--- src/hdl/gws_pkg.sv ---
// shared constants, types and weight table of the gaussian window smoothing block
`timescale 1ns / 1ps
`default_nettype none
package gws_pkg;

  localparam int WINDOW_RADIUS     = 5;
  localparam int MAX_WIDTH         = 4096;
  localparam int WEIGHT_SCALE_BITS = 12;

  localparam int SLOTS       = 2 * WINDOW_RADIUS + 1;
  localparam int DIST_MAX    = 2 * WINDOW_RADIUS * WINDOW_RADIUS;
  localparam int RESULT_CAP  = WINDOW_RADIUS + 1;
  localparam int QUEUE_DEPTH = 2;

  localparam int COL_W    = $clog2(MAX_WIDTH);
  localparam int W_EFF_W  = COL_W + 1;
  localparam int ROW_W    = 16;
  localparam int SLOT_W   = $clog2(SLOTS);
  localparam int TAP_W    = $clog2(SLOTS);
  localparam int ADDR_W   = SLOT_W + COL_W;
  localparam int ELEV_W   = 24;
  localparam int CELL_W   = ELEV_W + 1;
  localparam int WGT_W    = WEIGHT_SCALE_BITS + 1;
  localparam int K_W      = $clog2(DIST_MAX + 1);
  localparam int CAP_W    = $clog2(RESULT_CAP + 1);
  localparam int PROD_W   = ELEV_W + WGT_W;
  localparam int SUM_W    = PROD_W + $clog2(SLOTS * SLOTS);
  localparam int WSUM_W   = WGT_W + $clog2(SLOTS * SLOTS);
  localparam int QUO_W    = ELEV_W;
  localparam int NUM_W    = SUM_W + 2;
  localparam int STEP_W   = $clog2(QUO_W);

  localparam int CFG_IDX_W  = 1;
  localparam int CFG_DATA_W = 16;
  localparam int IMG_W_W    = 13;
  localparam int IMG_H_W    = 16;

  localparam logic [CFG_IDX_W-1:0] REG_WIDTH  = 1'b0;
  localparam logic [CFG_IDX_W-1:0] REG_HEIGHT = 1'b1;

  localparam logic ACT_PIXEL = 1'b0;
  localparam logic ACT_DRAIN = 1'b1;

  typedef logic [WGT_W-1:0] weight_tab_t [DIST_MAX+1];

  typedef struct packed {
    logic [ROW_W-1:0]  row;
    logic [COL_W-1:0]  col;
    logic [SLOT_W-1:0] slot;
    logic              last;
  } cmd_t;

  typedef struct packed {
    logic [W_EFF_W-1:0] w_eff;
    logic [ROW_W-1:0]   h_eff;
  } geom_t;

  typedef struct packed {
    logic              en;
    logic [ADDR_W-1:0] addr;
    logic [CELL_W-1:0] word;
  } wr_t;

  // exp(-k/9) in q32 by repeated multiplication, rounded to the weight scale
  function automatic weight_tab_t build_weights();
    logic [63:0] t;
    weight_tab_t tab;
    t = 64'd1 << 32;
    for (int k = 0; k <= DIST_MAX; k++) begin
      if (k > 0) t = (t * 64'd3843305601 + (64'd1 << 31)) >> 32;
      tab[k] = WGT_W'((t + (64'd1 << (31 - WEIGHT_SCALE_BITS))) >> (32 - WEIGHT_SCALE_BITS));
    end
    return tab;
  endfunction

  localparam weight_tab_t WEIGHT = build_weights();

  // square of the offset of tap i from the window center
  function automatic logic [K_W-1:0] off_sq(logic [TAP_W-1:0] i);
    logic signed [TAP_W:0] d;
    logic signed [TAP_W:0] a;
    logic [K_W-1:0] m;
    d = signed'({1'b0, i}) - signed'((TAP_W + 1)'(WINDOW_RADIUS));
    a = d[TAP_W] ? -d : d;
    m = K_W'(unsigned'(a));
    return K_W'(m * m);
  endfunction

endpackage
`default_nettype wire

--- src/hdl/gws_queue.sv ---
// short command queue between the front and back parts
`timescale 1ns / 1ps
`default_nettype none
module gws_queue (
  input  logic          clk,
  input  logic          rst,
  input  logic          push,
  input  gws_pkg::cmd_t push_data,
  input  logic          pop,
  output gws_pkg::cmd_t pop_data,
  output logic          full,
  output logic          empty
);
  import gws_pkg::*;

  localparam int PTR_W = $clog2(QUEUE_DEPTH);
  localparam int CNT_W = $clog2(QUEUE_DEPTH + 1);

  cmd_t entries [QUEUE_DEPTH];
  logic [PTR_W-1:0] wr_ptr;
  logic [PTR_W-1:0] rd_ptr;
  logic [CNT_W-1:0] count;

  assign full     = (count == CNT_W'(QUEUE_DEPTH));
  assign empty    = (count == '0);
  assign pop_data = entries[rd_ptr];

  always_ff @(posedge clk) begin
    if (rst) begin
      wr_ptr <= '0;
      rd_ptr <= '0;
      count  <= '0;
    end else begin
      if (push) begin
        wr_ptr <= (wr_ptr == PTR_W'(QUEUE_DEPTH - 1)) ? '0 : wr_ptr + 1'b1;
      end
      if (pop) begin
        rd_ptr <= (rd_ptr == PTR_W'(QUEUE_DEPTH - 1)) ? '0 : rd_ptr + 1'b1;
      end
      if (push && !pop) count <= count + 1'b1;
      else if (pop && !push) count <= count - 1'b1;
    end
  end

  always_ff @(posedge clk) begin
    if (push) entries[wr_ptr] <= push_data;
  end

endmodule
`default_nettype wire

--- config.mk ---
export PLATFORM = sky130hd
export DESIGN_NAME = gws_queue
export DESIGN_NICKNAME = d
export VERILOG_FILES = /design/src/hdl/gws_pkg.sv /design/src/hdl/gws_queue.sv
export SDC_FILE = /design/constraint.sdc
export NUM_CORES = 1
export LEC_CHECK = 0
export BUFFER_PORTS_ARGS = -buffer_cell sky130_fd_sc_hd__buf_2
export CORE_MARGIN = 5
export CORE_UTILIZATION = 50
export DETAILED_ROUTE_END_ITERATION = 7
export HOLD_SLACK_MARGIN = 0.08
export PLACE_DENSITY = 0.88
export SLEW_MARGIN = 10
export SYNTH_ARGS = -nofsm -noshare
export SYNTH_HDL_FRONTEND = slang
export SYNTH_SLANG_ARGS = --single-unit
--- constraint.sdc ---
create_clock -name clk -period 6.5 [get_ports clk]
set_input_delay 1.3 -clock clk [delete_from_list [all_inputs] [get_ports clk]]
set_output_delay 1.3 -clock clk [all_outputs]
set_load 0.02 [all_outputs]
==> results.yml <==
floorplan:
  die_y_um: 81.9
  ios: 72
  chipWidth_um: 81.9
  core_area_mm2: 0.00507
  row_count: 26
  start_util_pct: 50.9
  die-area_mm2: 0.00670
synthesis:
  netlist-cell-type-count: 15
  syn_avg_cell_area_um2: 20.6
  yosysSeqAreaShare_pct: 80.7
  yosys_warnings: 0
  synth_nets: 163
  syn_area_mm2: 0.00258
  synth_seq_cells: 71
  netlist_instances: 125
placed_design:
  place_worst_setup_slack_ns: 3.88
  portBuffers: 71
  hpwl_mm: 2.95
  gp_congestion: 0.692
global_routing:
  grt_pass1_wl_mm: 6.63
  grt_pass1_vias: 1385
  antenna_found_initial: 0
  grtUsageMet2_pct: 24.2
  gr-total-overflow: 0
  grt_util_met1_pct: 14.9
  grt_max_degree: 34
  grtUsageMet3_pct: 4.61
  grt_usage_pct: 14.2
  gr-max-usage-layer: "met2"
worst_setup_path:
  worst-path-max-fanout: 33
  crit_type: "reg -> out"
  rr_endpoint: "entries[0][28]"
  cp.arrival_ns: 1.59
  cp-start-kind: "register"
  r2r-start: "wr_ptr"
  reg2reg_slack_ns: 5.01
  crit_end: "pop_data[13]"
  r2r_cells: 1
  end_kind: "output pin"
  critPathRequiredTime_ns: 5.20
routing:
  firstDrtPassIters: 4
  vias: 1359
  wl_mm: 4.40
  post_drt_wl_per_cell_um: 15.7
  drt_first_iter_violations: 72
  vias_per_cell: 4.85
  drc: 0
  ant_nets: 0
final_layout:
  diodes: 0
  fin_util_pct: 64.3
  nNetsFinal: 243
  fillers: 378
  ff_latch_area_mm2: 0.00208
  area_growth_pct: 26.4
  multi_input_area_um2: 483
  drive_above_1_share_pct: 58.6
clocking:
  cts-root-buf: "clkbuf_8"
  cts_tree: "built"
  clk_pin_slew_ns: 0.07
  postCtsHoldBufs: 0
  htreeDepth: 3
  cts_made_buffers: 9
  clk_latency_ns: 0.34
  cts-resized-gates: 0
  cts.sinks: 71
  post_cts_buffers: 0
  clockBufferDepth: 2
power:
  switching_power_mw: 0.238
  leakagePower_nw: 1.25
  p_sw_share_pct: 22.1
  p_int_mw: 0.837
  seqPwrFrac_pct: 50.2
  peakVddDrop_uv: 191
  clockPowerShare_pct: 37.6
  combPwrFrac_pct: 12.2
  powerDensity_mw_per_mm2: 330
timing:
  max-slew-margin-rel_pct: 37.2
  setup_slack_ns: 3.61
  rsz0062_at_grt: "false"
  setup_tns_ns: 0
  worst_slew_pin_slew_ns: 0.940
  setup_violations: 0
  hold_violations: 0
  slew_violations: 0
  max_freq_mhz: 346
  post-route-period-util_pct: 44.5
  period_needed_ns: 2.89
  fin_skew_ns: 0.00377
run:
  maxCapViolCount: 0
min_path:
  worstHoldStart: "count[1]"
  hold_path.class: "reg -> reg"
outcome:
  status: "completed"
==> cell type report <==
| class | count | area share (%) |
|---|---|---|
| flip-flops and latches | 71 | 63.8 |
| multi-input cells | 49 | 14.8 |
| repair buffers | 73 | 11.4 |
| clock buffers | 9 | 3.80 |
| clock inverters | 7 | 3.41 |
| well taps | 70 | 2.69 |
| inverters | 1 | 0.115 |
==> worst min-delay path by stage <==
stage,cells after the start,end
floorplan,2,count[1]
global placement,2,count[1]
detailed placement,2,register
CTS,2,count[1]
global route,2,count[1]
finish,2,count[1]
==> power groups by stage <==
stage	Sequential, mW	Combinational, mW	Clock [mW]
after detailed placement	0.550	0.133	0
after global routing	0.542	0.141	0.431
after global placement	0.548	0.130	0
final	0.540	0.131	0.404
after floorplan	0.548	0.0856	0
after CTS	0.540	0.133	0.414
==> cell usage in the layout (no fill, tap or decap), drive strengths merged <==
cell	count
inv	1
nor2	5
clkinv	3
clkbuf	9
and2b	1
xor2	2
xnor2	2
or3	1
edfxtp	66
buf	73
clkinvlp	1
bufinv	3
nor2b	1
mux2	33
and2	1
dfxtp	5
ha	1
o21ai	1
a21oi	1
==> sequential cells by signal, indices dropped and copies added, names as in the netlist, named ones only <==
register,count
entries,66
count,2
rd_ptr,1
wr_ptr,1
==> critical path: stages (launching register included) <==
cell and delay, ns:
dfxtp_1 0.31, buf_4 0.38, mux2_2 0.40, buf_2 0.16
==> Yosys cell counts <==
master    number  area [um2]
nor2b_1        1        6.26
inv_1          1        3.75
dfxtp_1        5         100
or3_1          1        6.26
o21ai_0        1        5.00
buf_2          4        20.0
edfxtp_1      66        1980
ha_1           1        12.5
mux2_2        33         372
and2_1         1        6.26
xor2_1         2        17.5
nor2_1         5        18.8
a21oi_1        1        5.00
and2b_2        1        8.76
xnor2_1        2        17.5
==> cells by family (layout without fill, tap and decap cells) <==
family,after synthesis,count (layout),share of synthesized area (%)
AOI/OAI and AO/OA,2,2,0.387
DFF,71,71,80.7
muxes,33,33,14.4
adders and majority gates,1,1,0.485
buffers and inverters,5,90,0.921
and+or+nand+nor,9,9,1.79
xor gates and xnor gates,4,4,1.36
==> stage by stage <==
step                instances  power (mW)  hold WS (ns)  instance area [um2]
detailed placement        264       0.683         0.504                 3030
global route              280        1.11         0.565                 3260
floorplan                 125       0.633         0.461                 2580
CTS                       280        1.09         0.526                 3260
finish                    280        1.08         0.525                 3260
global placement          264       0.679         0.483                 3030
==> routing by layer <==
layer / vias up / routed length [um] / share of wire [%]
met4: 0 / 114 / 2.6
li1: 643 / - / -
met5: - / 0 / 0
met2: 46 / 2340 / 53
met1: 656 / 1700 / 39
met3: 14 / 243 / 5.5
(Power assumes the default switching activity.)
