[src/hdl/gws_pkg.sv]
// shared constants, types and weight table of the gaussian window smoothing block
`timescale 1ns / 1ps
`default_nettype none
package gws_pkg;

  localparam int WINDOW_RADIUS     = 5;
  localparam int MAX_WIDTH         = 4096;
  localparam int WEIGHT_SCALE_BITS = 12;

  localparam int SLOTS       = 2 * WINDOW_RADIUS + 1;
  localparam int DIST_MAX    = 2 * WINDOW_RADIUS * WINDOW_RADIUS;
  localparam int RESULT_CAP  = WINDOW_RADIUS + 1;
  localparam int QUEUE_DEPTH = 2;

  localparam int COL_W    = $clog2(MAX_WIDTH);
  localparam int W_EFF_W  = COL_W + 1;
  localparam int ROW_W    = 16;
  localparam int SLOT_W   = $clog2(SLOTS);
  localparam int TAP_W    = $clog2(SLOTS);
  localparam int ADDR_W   = SLOT_W + COL_W;
  localparam int ELEV_W   = 24;
  localparam int CELL_W   = ELEV_W + 1;
  localparam int WGT_W    = WEIGHT_SCALE_BITS + 1;
  localparam int K_W      = $clog2(DIST_MAX + 1);
  localparam int CAP_W    = $clog2(RESULT_CAP + 1);
  localparam int PROD_W   = ELEV_W + WGT_W;
  localparam int SUM_W    = PROD_W + $clog2(SLOTS * SLOTS);
  localparam int WSUM_W   = WGT_W + $clog2(SLOTS * SLOTS);
  localparam int QUO_W    = ELEV_W;
  localparam int NUM_W    = SUM_W + 2;
  localparam int STEP_W   = $clog2(QUO_W);

  localparam int CFG_IDX_W  = 1;
  localparam int CFG_DATA_W = 16;
  localparam int IMG_W_W    = 13;
  localparam int IMG_H_W    = 16;

  localparam logic [CFG_IDX_W-1:0] REG_WIDTH  = 1'b0;
  localparam logic [CFG_IDX_W-1:0] REG_HEIGHT = 1'b1;

  localparam logic ACT_PIXEL = 1'b0;
  localparam logic ACT_DRAIN = 1'b1;

  typedef logic [WGT_W-1:0] weight_tab_t [DIST_MAX+1];

  typedef struct packed {
    logic [ROW_W-1:0]  row;
    logic [COL_W-1:0]  col;
    logic [SLOT_W-1:0] slot;
    logic              last;
  } cmd_t;

  typedef struct packed {
    logic [W_EFF_W-1:0] w_eff;
    logic [ROW_W-1:0]   h_eff;
  } geom_t;

  typedef struct packed {
    logic              en;
    logic [ADDR_W-1:0] addr;
    logic [CELL_W-1:0] word;
  } wr_t;

  // exp(-k/9) in q32 by repeated multiplication, rounded to the weight scale
  function automatic weight_tab_t build_weights();
    logic [63:0] t;
    weight_tab_t tab;
    t = 64'd1 << 32;
    for (int k = 0; k <= DIST_MAX; k++) begin
      if (k > 0) t = (t * 64'd3843305601 + (64'd1 << 31)) >> 32;
      tab[k] = WGT_W'((t + (64'd1 << (31 - WEIGHT_SCALE_BITS))) >> (32 - WEIGHT_SCALE_BITS));
    end
    return tab;
  endfunction

  localparam weight_tab_t WEIGHT = build_weights();

  // square of the offset of tap i from the window center
  function automatic logic [K_W-1:0] off_sq(logic [TAP_W-1:0] i);
    logic signed [TAP_W:0] d;
    logic signed [TAP_W:0] a;
    logic [K_W-1:0] m;
    d = signed'({1'b0, i}) - signed'((TAP_W + 1)'(WINDOW_RADIUS));
    a = d[TAP_W] ? -d : d;
    m = K_W'(unsigned'(a));
    return K_W'(m * m);
  endfunction

endpackage
`default_nettype wire

[src/hdl/gws_front.sv]
// front part: configuration, input positions, line store writes and result scheduling
`timescale 1ns / 1ps
`default_nettype none
module gws_front (
  input  logic                             clk,
  input  logic                             rst,
  input  logic                             cfg_write,
  input  logic [gws_pkg::CFG_IDX_W-1:0]    cfg_index,
  input  logic [gws_pkg::CFG_DATA_W-1:0]   cfg_data,
  input  logic                             in_valid,
  output logic                             in_stall,
  input  logic                             action,
  input  logic signed [gws_pkg::ELEV_W-1:0] elevation,
  input  logic                             missing,
  input  logic                             back_reading,
  input  logic                             q_full,
  input  logic                             q_empty,
  output logic                             q_push,
  output gws_pkg::cmd_t                    q_data,
  output gws_pkg::wr_t                     wr,
  output gws_pkg::geom_t                   geom
);
  import gws_pkg::*;

  typedef enum logic {IDLE, EMIT} state_t;

  state_t state;
  logic [IMG_W_W-1:0] image_width;
  logic [IMG_H_W-1:0] image_height;
  logic [COL_W-1:0]   in_col;
  logic [ROW_W-1:0]   in_row;
  logic [SLOT_W-1:0]  in_slot;
  logic [COL_W-1:0]   out_col;
  logic [ROW_W-1:0]   out_row;
  logic [SLOT_W-1:0]  out_slot;
  logic [CAP_W-1:0]   cap;
  logic [CAP_W-1:0]   n;

  logic [31:0]        wv;
  logic [W_EFF_W-1:0] w_m1;
  logic [ROW_W-1:0]   h_m1;
  logic [ROW_W:0]     nr_wide;
  logic [ROW_W-1:0]   nr;
  logic [W_EFF_W-1:0] nc_wide;
  logic [W_EFF_W-1:0] nc;
  logic               ready;
  logic               out_last;
  logic               accept;
  logic               pix_ok;

  always_comb begin
    wv = 32'(image_width);
    if (wv == 32'd0) wv = 32'd1;
    else if (wv > 32'(MAX_WIDTH)) wv = 32'(MAX_WIDTH);
    geom.w_eff = W_EFF_W'(wv);
    geom.h_eff = (image_height == '0) ? ROW_W'(1) : image_height;
  end

  assign w_m1 = geom.w_eff - 1'b1;
  assign h_m1 = geom.h_eff - 1'b1;

  // last input position the result at the output position needs
  always_comb begin
    nr_wide = {1'b0, out_row} + (ROW_W + 1)'(WINDOW_RADIUS);
    nr      = (nr_wide > {1'b0, h_m1}) ? h_m1 : nr_wide[ROW_W-1:0];
    nc_wide = {1'b0, out_col} + W_EFF_W'(WINDOW_RADIUS);
    nc      = (nc_wide > w_m1) ? w_m1 : nc_wide;
    ready   = (nr < in_row) || ((nr == in_row) && (nc < {1'b0, in_col}));
  end

  assign out_last = (out_row == h_m1) && ({1'b0, out_col} == w_m1);

  assign in_stall = !((state == IDLE) && q_empty && !back_reading);
  assign accept   = in_valid && !in_stall;
  assign pix_ok   = (in_row < geom.h_eff);

  assign wr.en   = accept && (action == ACT_PIXEL) && pix_ok;
  assign wr.addr = {in_slot, in_col};
  assign wr.word = {~missing, elevation};

  assign q_push      = (state == EMIT) && (n < cap) && ready && !q_full;
  assign q_data.row  = out_row;
  assign q_data.col  = out_col;
  assign q_data.slot = out_slot;
  assign q_data.last = out_last;

  always_ff @(posedge clk) begin
    if (rst) begin
      state        <= IDLE;
      image_width  <= IMG_W_W'(640);
      image_height <= IMG_H_W'(480);
      in_col       <= '0;
      in_row       <= '0;
      in_slot      <= '0;
      out_col      <= '0;
      out_row      <= '0;
      out_slot     <= '0;
      cap          <= '0;
      n            <= '0;
    end else if (cfg_write) begin
      case (cfg_index)
        REG_WIDTH:  image_width  <= cfg_data[IMG_W_W-1:0];
        REG_HEIGHT: image_height <= cfg_data[IMG_H_W-1:0];
        default:    image_width  <= image_width;
      endcase
      in_col   <= '0;
      in_row   <= '0;
      in_slot  <= '0;
      out_col  <= '0;
      out_row  <= '0;
      out_slot <= '0;
      state    <= IDLE;
    end else begin
      case (state)
        IDLE: begin
          if (accept) begin
            n <= '0;
            if (action == ACT_DRAIN) begin
              cap   <= CAP_W'(1);
              state <= EMIT;
            end else if (pix_ok) begin
              cap   <= CAP_W'(RESULT_CAP);
              state <= EMIT;
              if ({1'b0, in_col} == w_m1) begin
                in_col  <= '0;
                in_row  <= in_row + 1'b1;
                in_slot <= (in_slot == SLOT_W'(SLOTS - 1)) ? '0 : in_slot + 1'b1;
              end else begin
                in_col <= in_col + 1'b1;
              end
            end
          end
        end
        EMIT: begin
          if ((n < cap) && ready) begin
            if (!q_full) begin
              n <= n + 1'b1;
              if (out_last) begin
                // image done: every position starts over
                in_col   <= '0;
                in_row   <= '0;
                in_slot  <= '0;
                out_col  <= '0;
                out_row  <= '0;
                out_slot <= '0;
                state    <= IDLE;
              end else if ({1'b0, out_col} == w_m1) begin
                out_col  <= '0;
                out_row  <= out_row + 1'b1;
                out_slot <= (out_slot == SLOT_W'(SLOTS - 1)) ? '0 : out_slot + 1'b1;
              end else begin
                out_col <= out_col + 1'b1;
              end
            end
          end else begin
            state <= IDLE;
          end
        end
        default: state <= IDLE;
      endcase
    end
  end

endmodule
`default_nettype wire

[config.mk]
export PLATFORM = sky130hd
export DESIGN_NAME = gws_front
export DESIGN_NICKNAME = d
export VERILOG_FILES = /design/src/hdl/gws_pkg.sv /design/src/hdl/gws_front.sv
export SDC_FILE = /design/constraint.sdc
export NUM_CORES = 1
export LEC_CHECK = 0
export BUFFER_PORTS_ARGS = -buffer_cell sky130_fd_sc_hd__buf_2
export CORE_MARGIN = 2
export CORE_UTILIZATION = 41
export CTS_CLUSTER_SIZE = 24
export DETAILED_ROUTE_END_ITERATION = 12
export GPL_ROUTABILITY_DRIVEN = 0
export HOLD_SLACK_MARGIN = 0.05
export PLACE_DENSITY = 0.64
export SLEW_MARGIN = 40
export SYNTH_ARGS = -nofsm -noshare
export SYNTH_HDL_FRONTEND = slang
export SYNTH_SLANG_ARGS = --single-unit
[constraint.sdc]
create_clock -name clk -period 7 [get_ports clk]
set_clock_uncertainty 0.05 [all_clocks]
set_input_delay 0.35 -clock clk [delete_from_list [all_inputs] [get_ports clk]]
set_output_delay 0.35 -clock clk [all_outputs]
set_load 0.005 [all_outputs]
==> impl_results.md, run 1 <==
- Post-DR wirelength/cell: 18.2 um
- Slowest stage delay, CP: 530 ps
- Routed Antenna Nets: 0
- Yosys reg bits: 99
- LEAKAGE: 4.28 nW
- Drt drc: 0
- Post-DP Area: 0.00969 mm2
- CP max FO: 7
- Cell area after synthesis: 0.00882 mm2
- Detailed Place HPWL: 22200 um
- Met2 routed WL: 12100 um
- Net Count, Synth: 1327
- Final worst path period need: 6690 ps
- First-pass GRT wire length: 44100 um
- Die span in y: 151 um
- Post-Place Worst Slack: -248 ps
- CTS tree: yes
- Die ar.: 0.0227 mm2
- Final instance area: 0.0102 mm2
- Final hold viol count: 0
- Sequential area share after synthesis: 0.225
- Most frequent CP cell: buf_4
- R2R setup slack: 310 ps
- Post-synth top flop: dfxtp_1
- Final worst-path setup slack: 307 ps
- YS warnings: 0
- WL final: 28300 um
- Achievable Freq: 0.149 GHz
- Pins Over Slew Limit: 0
- CP max-delay cell: or4_1
- Fin util: 0.484
- Setup crit end kind: register
- Initial Util: 0.418
- Outcome: finished, final reports clean
- Tcrit/Tclk final: 0.956
- Post-synth EDFFs: 0
- Net count, final: 1410
- Number of global-route vias before repair: 8114
- Die width: 151 um
- Via count: 8934
- H-tree depth: 3
- Cells after Synth: 1195
- Root Buffer: clkbuf_16
- Distinct cells, synth: 75
- Cts bufs inserted: 9
- Layout area overhead: 15.7%
- Startpoint class of the critical path: register
- GRT Residual Overflow: 0
- Pwr Density: 132 mW/mm2
- Max-slew headroom: 0.461
- Share of cells above drive strength 1: 0.207
- Row count: 53
- Worst vdd ir: 0.000117 V
- Initial antenna violation count: 1
- ANT cells: 0
- CTS Buffer Depth: 2
- DR vias/cell: 5.73
- Clock Pin Slew Worst Setup and Hold Paths: 70 ps
- Syn Area/Cell: 7.38 um2
- Met3 wire len: 2130 um
- Core box area: 0.0211 mm2
- GRT Overall Usage: 0.248
- Post-CTS Hold Fix Bufs: 0
- Maximum number of pins on one net before global-route repair: 37
- Share of synthesized flip-flops with an asynchronous set or reset: 0
- Drt first-iter violations: 768
- Skew-Pair Late Insertion Delay: 370 ps
- # port buffers: 107
- DR top layer: met4
- Number of max-cap violations: 0
- Top-Level Pins: 156
- Arrival @ worst endpoint: 6940 ps
- TritonRoute pass-1 iters: 5
- Final Setup Violations: 0
- Worst EP required: 7240 ps
- Worst-margin pin slew: 807 ps
- M1 WL: 13200 um
- Critical path class: reg2reg
- Total power: 1.35 mW
- Hold WC Path Type: in2reg
- Clock sinks: 99
==> power by group <==
group / switching (mW) / total, mW / leakage (nW) / internal, mW
clock: 0.253 / 0.498 / 0.138 / 0.245
sequential: 0.00857 / 0.580 / 0.803 / 0.571
combinational: 0.157 / 0.268 / 3.34 / 0.111
==> cell usage in the layout, fill, tap and decap left out, types with 38 or more instances in the layout <==
| master | n |
|---|---|
| a21oi_1 | 99 |
| buf_2 | 107 |
| buf_4 | 74 |
| dfxtp_1 | 96 |
| ha_1 | 81 |
| inv_1 | 83 |
| nand2_1 | 125 |
| nand3_1 | 38 |
| nor2_1 | 95 |
| o21ai_0 | 58 |
| xnor2_1 | 52 |
==> routing by layer <==
metal  vias to the layer above  global-route usage
met5                         -                   0
met4                         0              0.0874
met3                        56              0.0385
met2                       376               0.376
met1                      4154               0.354
li1                       4348                   -
==> logic make-up after synthesis <==
| group | count (synthesis) | synth area share |
|---|---|---|
| fa+ha+maj | 82 | 0.116 |
| compound gates | 252 | 0.180 |
| buf+inv | 192 | 0.0959 |
| mux | 27 | 0.0319 |
| flops | 99 | 0.225 |
| xor+xnor | 80 | 0.0826 |
| simple gates | 463 | 0.269 |
==> timing repair <==
action                     in CTS  in global routing
pin swaps                       1                  6
setup buffers                   3                  3
resized for setup               4                 35
setup endpoints to repair       9                 60
==> final cells by class <==
type                       count  area [um2]
fill                        2170       10900
inverter                      83         312
tap                          275         344
multi-input combinational    904        6190
clock buffer                   9         225
sequential                    99        1990
timing repair buffer         181        1090
clock inverter                 7        51.3
==> worst max-delay path: cells and delay by family, from the launching register on <==
kind | cells | cell delay, ps
xor+xnor | 1 | 170
mux | 2 | 340
buf+inv | 4 | 780
fa+ha+maj | 3 | 890
flops | 1 | 400
simple gates | 14 | 3210
compound gates | 4 | 770
==> sequential cells by signal, indices dropped and copies added (netlist names) <==
name and count:
image_width 13, state 1, out_col 12, out_row 16
in_slot 4, image_height 16, n 3, out_slot 4
cap 2, in_col 12, in_row 16
==> final timing paths <==
check | cells after the start | from | to
worst max-delay path | 28 | image_height[0]$_SDFFE_PP0P_ | out_row[8]$_SDFFE_PP0P_
worst min-delay path | 3 | cfg_data[13] | image_height[13]$_SDFFE_PP0P_
worst max register to register | 28 | image_height[0]$_SDFFE_PP0P_ | out_row[8]$_SDFFE_PP0P_
worst min register to register | 2 | image_width[0]$_SDFFE_PP0P_ | image_width[0]$_SDFFE_PP0P_
==> stage by stage <==
stage | hold WS (ps) | cells | TNS [ps]
3_5_place_dp | 445 | 1536 | -792
5_1_grt | 171 | 1558 | -143
6_report | 178 | 1558 | 0
2_1_floorplan | 405 | 1195 | 0
4_1_cts | 166 | 1555 | 0
3_3_place_gp | 439 | 1536 | -32.2
==> synthesized netlist by cell type, types with 8 or more instances <==
| master | instances | area share |
|---|---|---|
| xor2_1 | 25 | 0.025 |
| nand4_1 | 28 | 0.020 |
| mux2_2 | 9 | 0.011 |
| inv_1 | 83 | 0.035 |
| nor2_1 | 97 | 0.041 |
| and3_1 | 10 | 0.0071 |
| ha_1 | 82 | 0.12 |
| nand3_1 | 38 | 0.022 |
| clkbuf_1 | 69 | 0.029 |
| a21o_1 | 13 | 0.011 |
| or3_1 | 28 | 0.020 |
| or2_2 | 8 | 0.0057 |
| mux2i_1 | 18 | 0.020 |
| nor4_1 | 23 | 0.016 |
| nand2b_1 | 9 | 0.0064 |
| nor2b_1 | 22 | 0.016 |
| nand2_1 | 126 | 0.054 |
| nor3_1 | 26 | 0.015 |
| or4_1 | 12 | 0.010 |
| xnor2_1 | 53 | 0.053 |
| a21oi_1 | 99 | 0.056 |
| buf_4 | 27 | 0.023 |
| o21ai_0 | 58 | 0.033 |
| dfxtp_1 | 99 | 0.22 |
(Power assumes the default switching activity.)
==> run 2, diff against run 1 <==
--- a/config.mk
+++ b/config.mk
@@ -13,6 +13,7 @@
 export GPL_ROUTABILITY_DRIVEN = 0
 export HOLD_SLACK_MARGIN = 0.05
 export PLACE_DENSITY = 0.64
+export RECOVER_POWER = 25
 export SLEW_MARGIN = 40
 export SYNTH_ARGS = -nofsm -noshare
 export SYNTH_HDL_FRONTEND = slang
==> run 2 against run 1 <==
  * Combinational power about the same
  * Wire length about the same
  * Sequential share of layout area about the same
  * Non-clock buffer count unchanged
==> impl_results.md, run 2 (same netlist as run 1, synthesis figures left out) <==
- Outcome: finished, final reports clean
- Worst vdd ir: 0.000117 V
- Multi-input gate area: 0.00619 mm2
- Initial antenna violation count: 1
- Final worst-path setup slack: 299 ps
- Detailed Place HPWL: 22200 um
- Clock sinks: 99
- WL final: 28300 um
- GRT Overall Usage: 0.248
- Clock Pin Slew Worst Setup and Hold Paths: 70 ps
- Final hold viol count: 0
- H-tree depth: 3
- Achievable Freq: 0.149 GHz
- Cts bufs inserted: 9
- Row count: 53
- Root Buffer: clkbuf_16
- Drt first-iter violations: 703
- Arrival @ worst endpoint: 6940 ps
- Commonest cells after routing, fill and taps aside: nand2_1, buf_2, a21oi_1, dfxtp_1, nor2_1
- Max-slew headroom: 0.441
- Final instance area: 0.0102 mm2
- Post-Place Worst Slack: -248 ps
- Final Setup Violations: 0
- First-pass GRT wire length: 44100 um
- ANT cells: 0
- GRT Residual Overflow: 0
- Placed insts: 1536
- Final TNS setup: 0 ps
- CP max-delay cell: or4_1
- Number of max-cap violations: 0
- TritonRoute pass-1 iters: 5
- Top-Level Pins: 156
- R2R setup slack: 300 ps
- Via count: 8941
- Most frequent CP cell: buf_4
- Worst-margin pin slew: 838 ps
- Initial Util: 0.418
- Critical path class: reg2reg
- Net count, final: 1410
- Post-DR wirelength/cell: 18.2 um
- Fin util: 0.483
- DR vias/cell: 5.74
- Share of cells above drive strength 1: 0.202
- Most common cell after layout, fill and taps aside: nand2_1
- Pwr Density: 132 mW/mm2
- Hold WC Path Type: in2reg
- Die span in y: 151 um
- Fill count: 2174
- Die ar.: 0.0227 mm2
- Skew-Pair Late Insertion Delay: 370 ps
- Core box area: 0.0211 mm2
- Final worst path period need: 6700 ps
- Finished Layout Cells: 1558
- Maximum number of pins on one net before global-route repair: 37
- Layout area overhead: 15.6%
- LEAKAGE: 4.26 nW
- Post-DP Area: 0.00969 mm2
- Routed Antenna Nets: 0
- Pins Over Slew Limit: 0
- Top flop regs: image_height x16, in_row x16, out_row x16
- Final Hold Slack: 179 ps
- CTS Buffer Depth: 2
- Tcrit/Tclk final: 0.957
- Total power: 1.35 mW
- CP max FO: 7
- Startpoint class of the critical path: register
- Die width: 151 um
- Setup crit end kind: register
- Post-CTS Hold Fix Bufs: 0
- Slowest stage delay, CP: 530 ps
- Number of global-route vias before repair: 8114
- FF+latch area: 0.00199 mm2
- CTS tree: yes
- Worst EP required: 7240 ps
- # port buffers: 107
- Drt drc: 0
[run 2: metal layers]
| layer | vias to the layer above | track usage | part of all wire |
|---|---|---|---|
| met5 | - | 0 | 0 |
| met4 | 0 | 0.0874 | 0.029 |
| met3 | 49 | 0.0385 | 0.075 |
| met2 | 376 | 0.376 | 0.43 |
| met1 | 4162 | 0.354 | 0.47 |
| li1 | 4354 | - | - |
[run 2: path summary, 6_finish.rpt]
kind,startpoint,cells past startpoint,end
worst max register to register,image_height[0]$_SDFFE_PP0P_,28,out_row[8]$_SDFFE_PP0P_
worst min-delay path,cfg_data[13],3,image_height[13]$_SDFFE_PP0P_
worst max-delay path,image_height[0]$_SDFFE_PP0P_,28,out_row[8]$_SDFFE_PP0P_
worst min register to register,image_width[0]$_SDFFE_PP0P_,2,image_width[0]$_SDFFE_PP0P_
[run 2: power breakdown]
part | internal (mW) | total, mW | switching, mW | leakage [nW]
sequential | 0.571 | 0.580 | 0.00861 | 0.803
clock | 0.245 | 0.499 | 0.254 | 0.138
combinational | 0.111 | 0.267 | 0.156 | 3.32
[run 2: worst max-delay path: cells and delay by family, from the launching register on]
kind | cells | cell delay (ps)
mux | 2 | 350
xor+xnor | 1 | 170
fa+ha+maj | 3 | 880
buf+inv | 4 | 800
flops | 1 | 400
compound gates | 4 | 780
simple gates | 14 | 3230
[run 2: final cells by class]
class / instances / share of cell area
clock buffer: 9 / 0.0221
inverter: 83 / 0.0306
multi-input combinational: 904 / 0.607
clock inverter: 7 / 0.00503
tap: 275 / 0.0338
timing repair buffer: 181 / 0.106
sequential: 99 / 0.195
[run 2: timing repair]
item                       in CTS  in global routing
setup endpoints to repair       9                 60
buffers inserted                3                  3
gates resized for setup         4                 35
pin swaps                       1                  6
==> run 3, diff against run 2 <==
--- a/config.mk
+++ b/config.mk
@@ -8,6 +8,7 @@
 export BUFFER_PORTS_ARGS = -buffer_cell sky130_fd_sc_hd__buf_2
 export CORE_MARGIN = 2
 export CORE_UTILIZATION = 41
+export CTS_BUF_LIST = sky130_fd_sc_hd__clkbuf_2 sky130_fd_sc_hd__clkbuf_4 sky130_fd_sc_hd__clkbuf_8
 export CTS_CLUSTER_SIZE = 24
 export DETAILED_ROUTE_END_ITERATION = 12
 export GPL_ROUTABILITY_DRIVEN = 0
==> run 3 against run 2 <==
  * Global-route usage about the same
  * Sequential share of layout area up 0.22 points
  * Sequential power about the same
  * Non-clock buffer count down 1
  * Register-to-register slack about the same
  * Utilization down 0.48 points
  * Via count up 0.10%
  * Critical path type is now reg2out
  * Critical endpoint is now q_push
  * Highest routed layer unchanged
==> impl_results.md, run 3 (same netlist as run 1, synthesis figures left out) <==
- Outcome: finished, final reports clean
- Number of max-cap violations: 0
- Number of global-route vias before repair: 8128
- Share of cells above drive strength 1: 0.207
- Final worst path period need: 6710 ps
- Setup crit end kind: output pin
- Die ar.: 0.0227 mm2
- Initial Util: 0.418
- GR Util met1: 0.354
- Crit-path leading delay family: simple AND/OR/NAND/NOR gates
- Clock sinks: 99
- Tcrit/Tclk final: 0.959
- Worst EP required: 6600 ps
- Commonest cells after routing, fill and taps aside: nand2_1, buf_2, a21oi_1, nor2_1, dfxtp_1
- CP max-delay cell: or4_1
- Die width: 151 um
- Post-DR wirelength/cell: 18.1 um
- Layer with the highest usage: met2
- Final Hold Slack: 128 ps
- FF-to-FF Start: image_height[4]$_SDFFE_PP0P_
- Internal power: 815 uW
- Post-CTS Hold Fix Bufs: 0
- H-tree depth: 3
- Top-Level Pins: 156
- Startpoint class of the critical path: register
- Maximum number of pins on one net before global-route repair: 37
- Hold Path Depth: 3
- Row count: 53
- Cell count of the worst reg-to-reg path: 29
- Final hold viol count: 0
- Post-DP Area: 0.00969 mm2
- Worst-margin pin slew: 838 ps
- Psw: 406 uW
- Comb power frac: 0.219
- Routed Antenna Nets: 0
- Met2 Use GR: 0.376
- CTS tree: yes
- Drt first-iter violations: 748
- Final Setup Violations: 0
- GRT Residual Overflow: 0
- Pins Over Slew Limit: 0
- WP buf/inv: 4
- WL final: 28200 um
- Detailed Place HPWL: 22200 um
- Hold endpoint: image_height[13]$_SDFFE_PP0P_
- Most frequent CP cell: o21a_1
- Sequential share of power: 0.475
- Via count: 8950
- Initial antenna violation count: 1
- Slowest stage delay, CP: 530 ps
- Arrival @ worst endpoint: 6310 ps
- GRT Overall Usage: 0.248
- Clock Pin Slew Worst Setup and Hold Paths: 110 ps
- Drt drc: 0
- Layout area overhead: 14.5%
- Skew-Pair Late Insertion Delay: 420 ps
- Final instance area: 0.0101 mm2
- Net count, final: 1409
- Hold WC Path Type: in2reg
- DR vias/cell: 5.75
- First-pass GRT wire length: 44000 um
- Sw Share: 0.332
- LEAKAGE: 4.23 nW
- Clock Power Share: 0.306
- Pwr Density: 121 mW/mm2
- Reg2reg end: out_row[8]$_SDFFE_PP0P_
- Worst vdd ir: 0.0000836 V
- CP max FO: 7
- Achievable Freq: 0.149 GHz
- Core box area: 0.0211 mm2
- Cts bufs inserted: 9
- Die span in y: 151 um
- Root Buffer: clkbuf_8
- Hold path start: cfg_data[13]
- Most common cell after layout, fill and taps aside: nand2_1
- R2R setup slack: 310 ps
- CTS Buffer Depth: 2
- TritonRoute pass-1 iters: 5
- ANT cells: 0
- Max-slew headroom: 0.440
- Met3 usage: 0.0403
- # port buffers: 107
- Critical path class: reg2out
- Top flop regs: image_height x16, in_row x16, out_row x16
-- run 3: changes by cell type in the layout (fill, tap and decap cells not counted) --
cell / delta
buf_2: +4
buf_4: -1
clkbuf_1: -4
clkbuf_16: -9
clkbuf_8: +9
dfxtp_1: -4
dfxtp_2: +5
dfxtp_4: -1
-- run 3: power groups by stage --
stage	clock network (mW)	registers, mW	logic, mW
floorplan	0	0.591	0.172
finish	0.374	0.581	0.267
CTS	0.382	0.578	0.254
global route	0.406	0.582	0.290
global placement	0	0.590	0.250
detailed placement	0	0.591	0.252
-- run 3: cell type report --
cell class | count | area [um2]
Sequential cell | 99 | 1990
Clock buffer | 9 | 124
Timing Repair Buffer | 180 | 1080
Multi-Input combinational cell | 904 | 6190
Fill cell | 2177 | 11000
Inverter | 83 | 312
Clock inverter | 7 | 51.3
Tap cell | 275 | 344
-- run 3: worst max path at each step --
stage / cells past startpoint / endpoint / startpoint / slack [ps]
CTS: 28 / out_row[8]$_SDFFE_PP0P_ / image_height[1]$_SDFFE_PP0P_ / 10
global placement: 25 / out_row[14]$_SDFFE_PP0P_ / image_height[12]$_SDFFE_PP0P_ / -30
detailed placement: 27 / out_row[14]$_SDFFE_PP0P_ / image_height[1]$_SDFFE_PP0P_ / -250
global route: 28 / out_row[10]$_SDFFE_PP0P_ / image_height[12]$_SDFFE_PP0P_ / -50
floorplan: 28 / out_row[15]$_SDFFE_PP0P_ / image_height[4]$_SDFFE_PP0P_ / 8
finish: 26 / q_push / image_height[4]$_SDFFE_PP0P_ / 290
-- run 3: stage by stage --
stage	utilization	instances	setup TNS, ps	worst slack (ps)	power (mW)
2_1_floorplan	-	1195	0	8.18	0.763
3_3_place_gp	0.459	1536	-32.2	-32.2	0.841
3_5_place_dp	0.459	1536	-792	-248	0.843
4_1_cts	0.470	1555	0	14.1	1.21
5_1_grt	0.479	1557	-98.3	-48.9	1.28
6_report	0.479	1557	0	285	1.22
-- run 3: worst min-delay path, stage by stage --
cell     delay, ps
buf_2          100
nand2_1         50
a21oi_1         50
-- run 3: per-layer routing --
metal  share of wire  wire length, um
met4           0.029              807
met3           0.076             2160
met2            0.43            12200
met5               0                0
met1            0.46            13100
-- run 3: what timing repair did --
| action | in CTS | in global routing |
|---|---|---|
| pin swaps | 1 | 5 |
| buffers inserted | 3 | 2 |
| endpoints found under the setup margin | 10 | 60 |
| cloned | 0 | 0 |
| resized for setup | 4 | 38 |
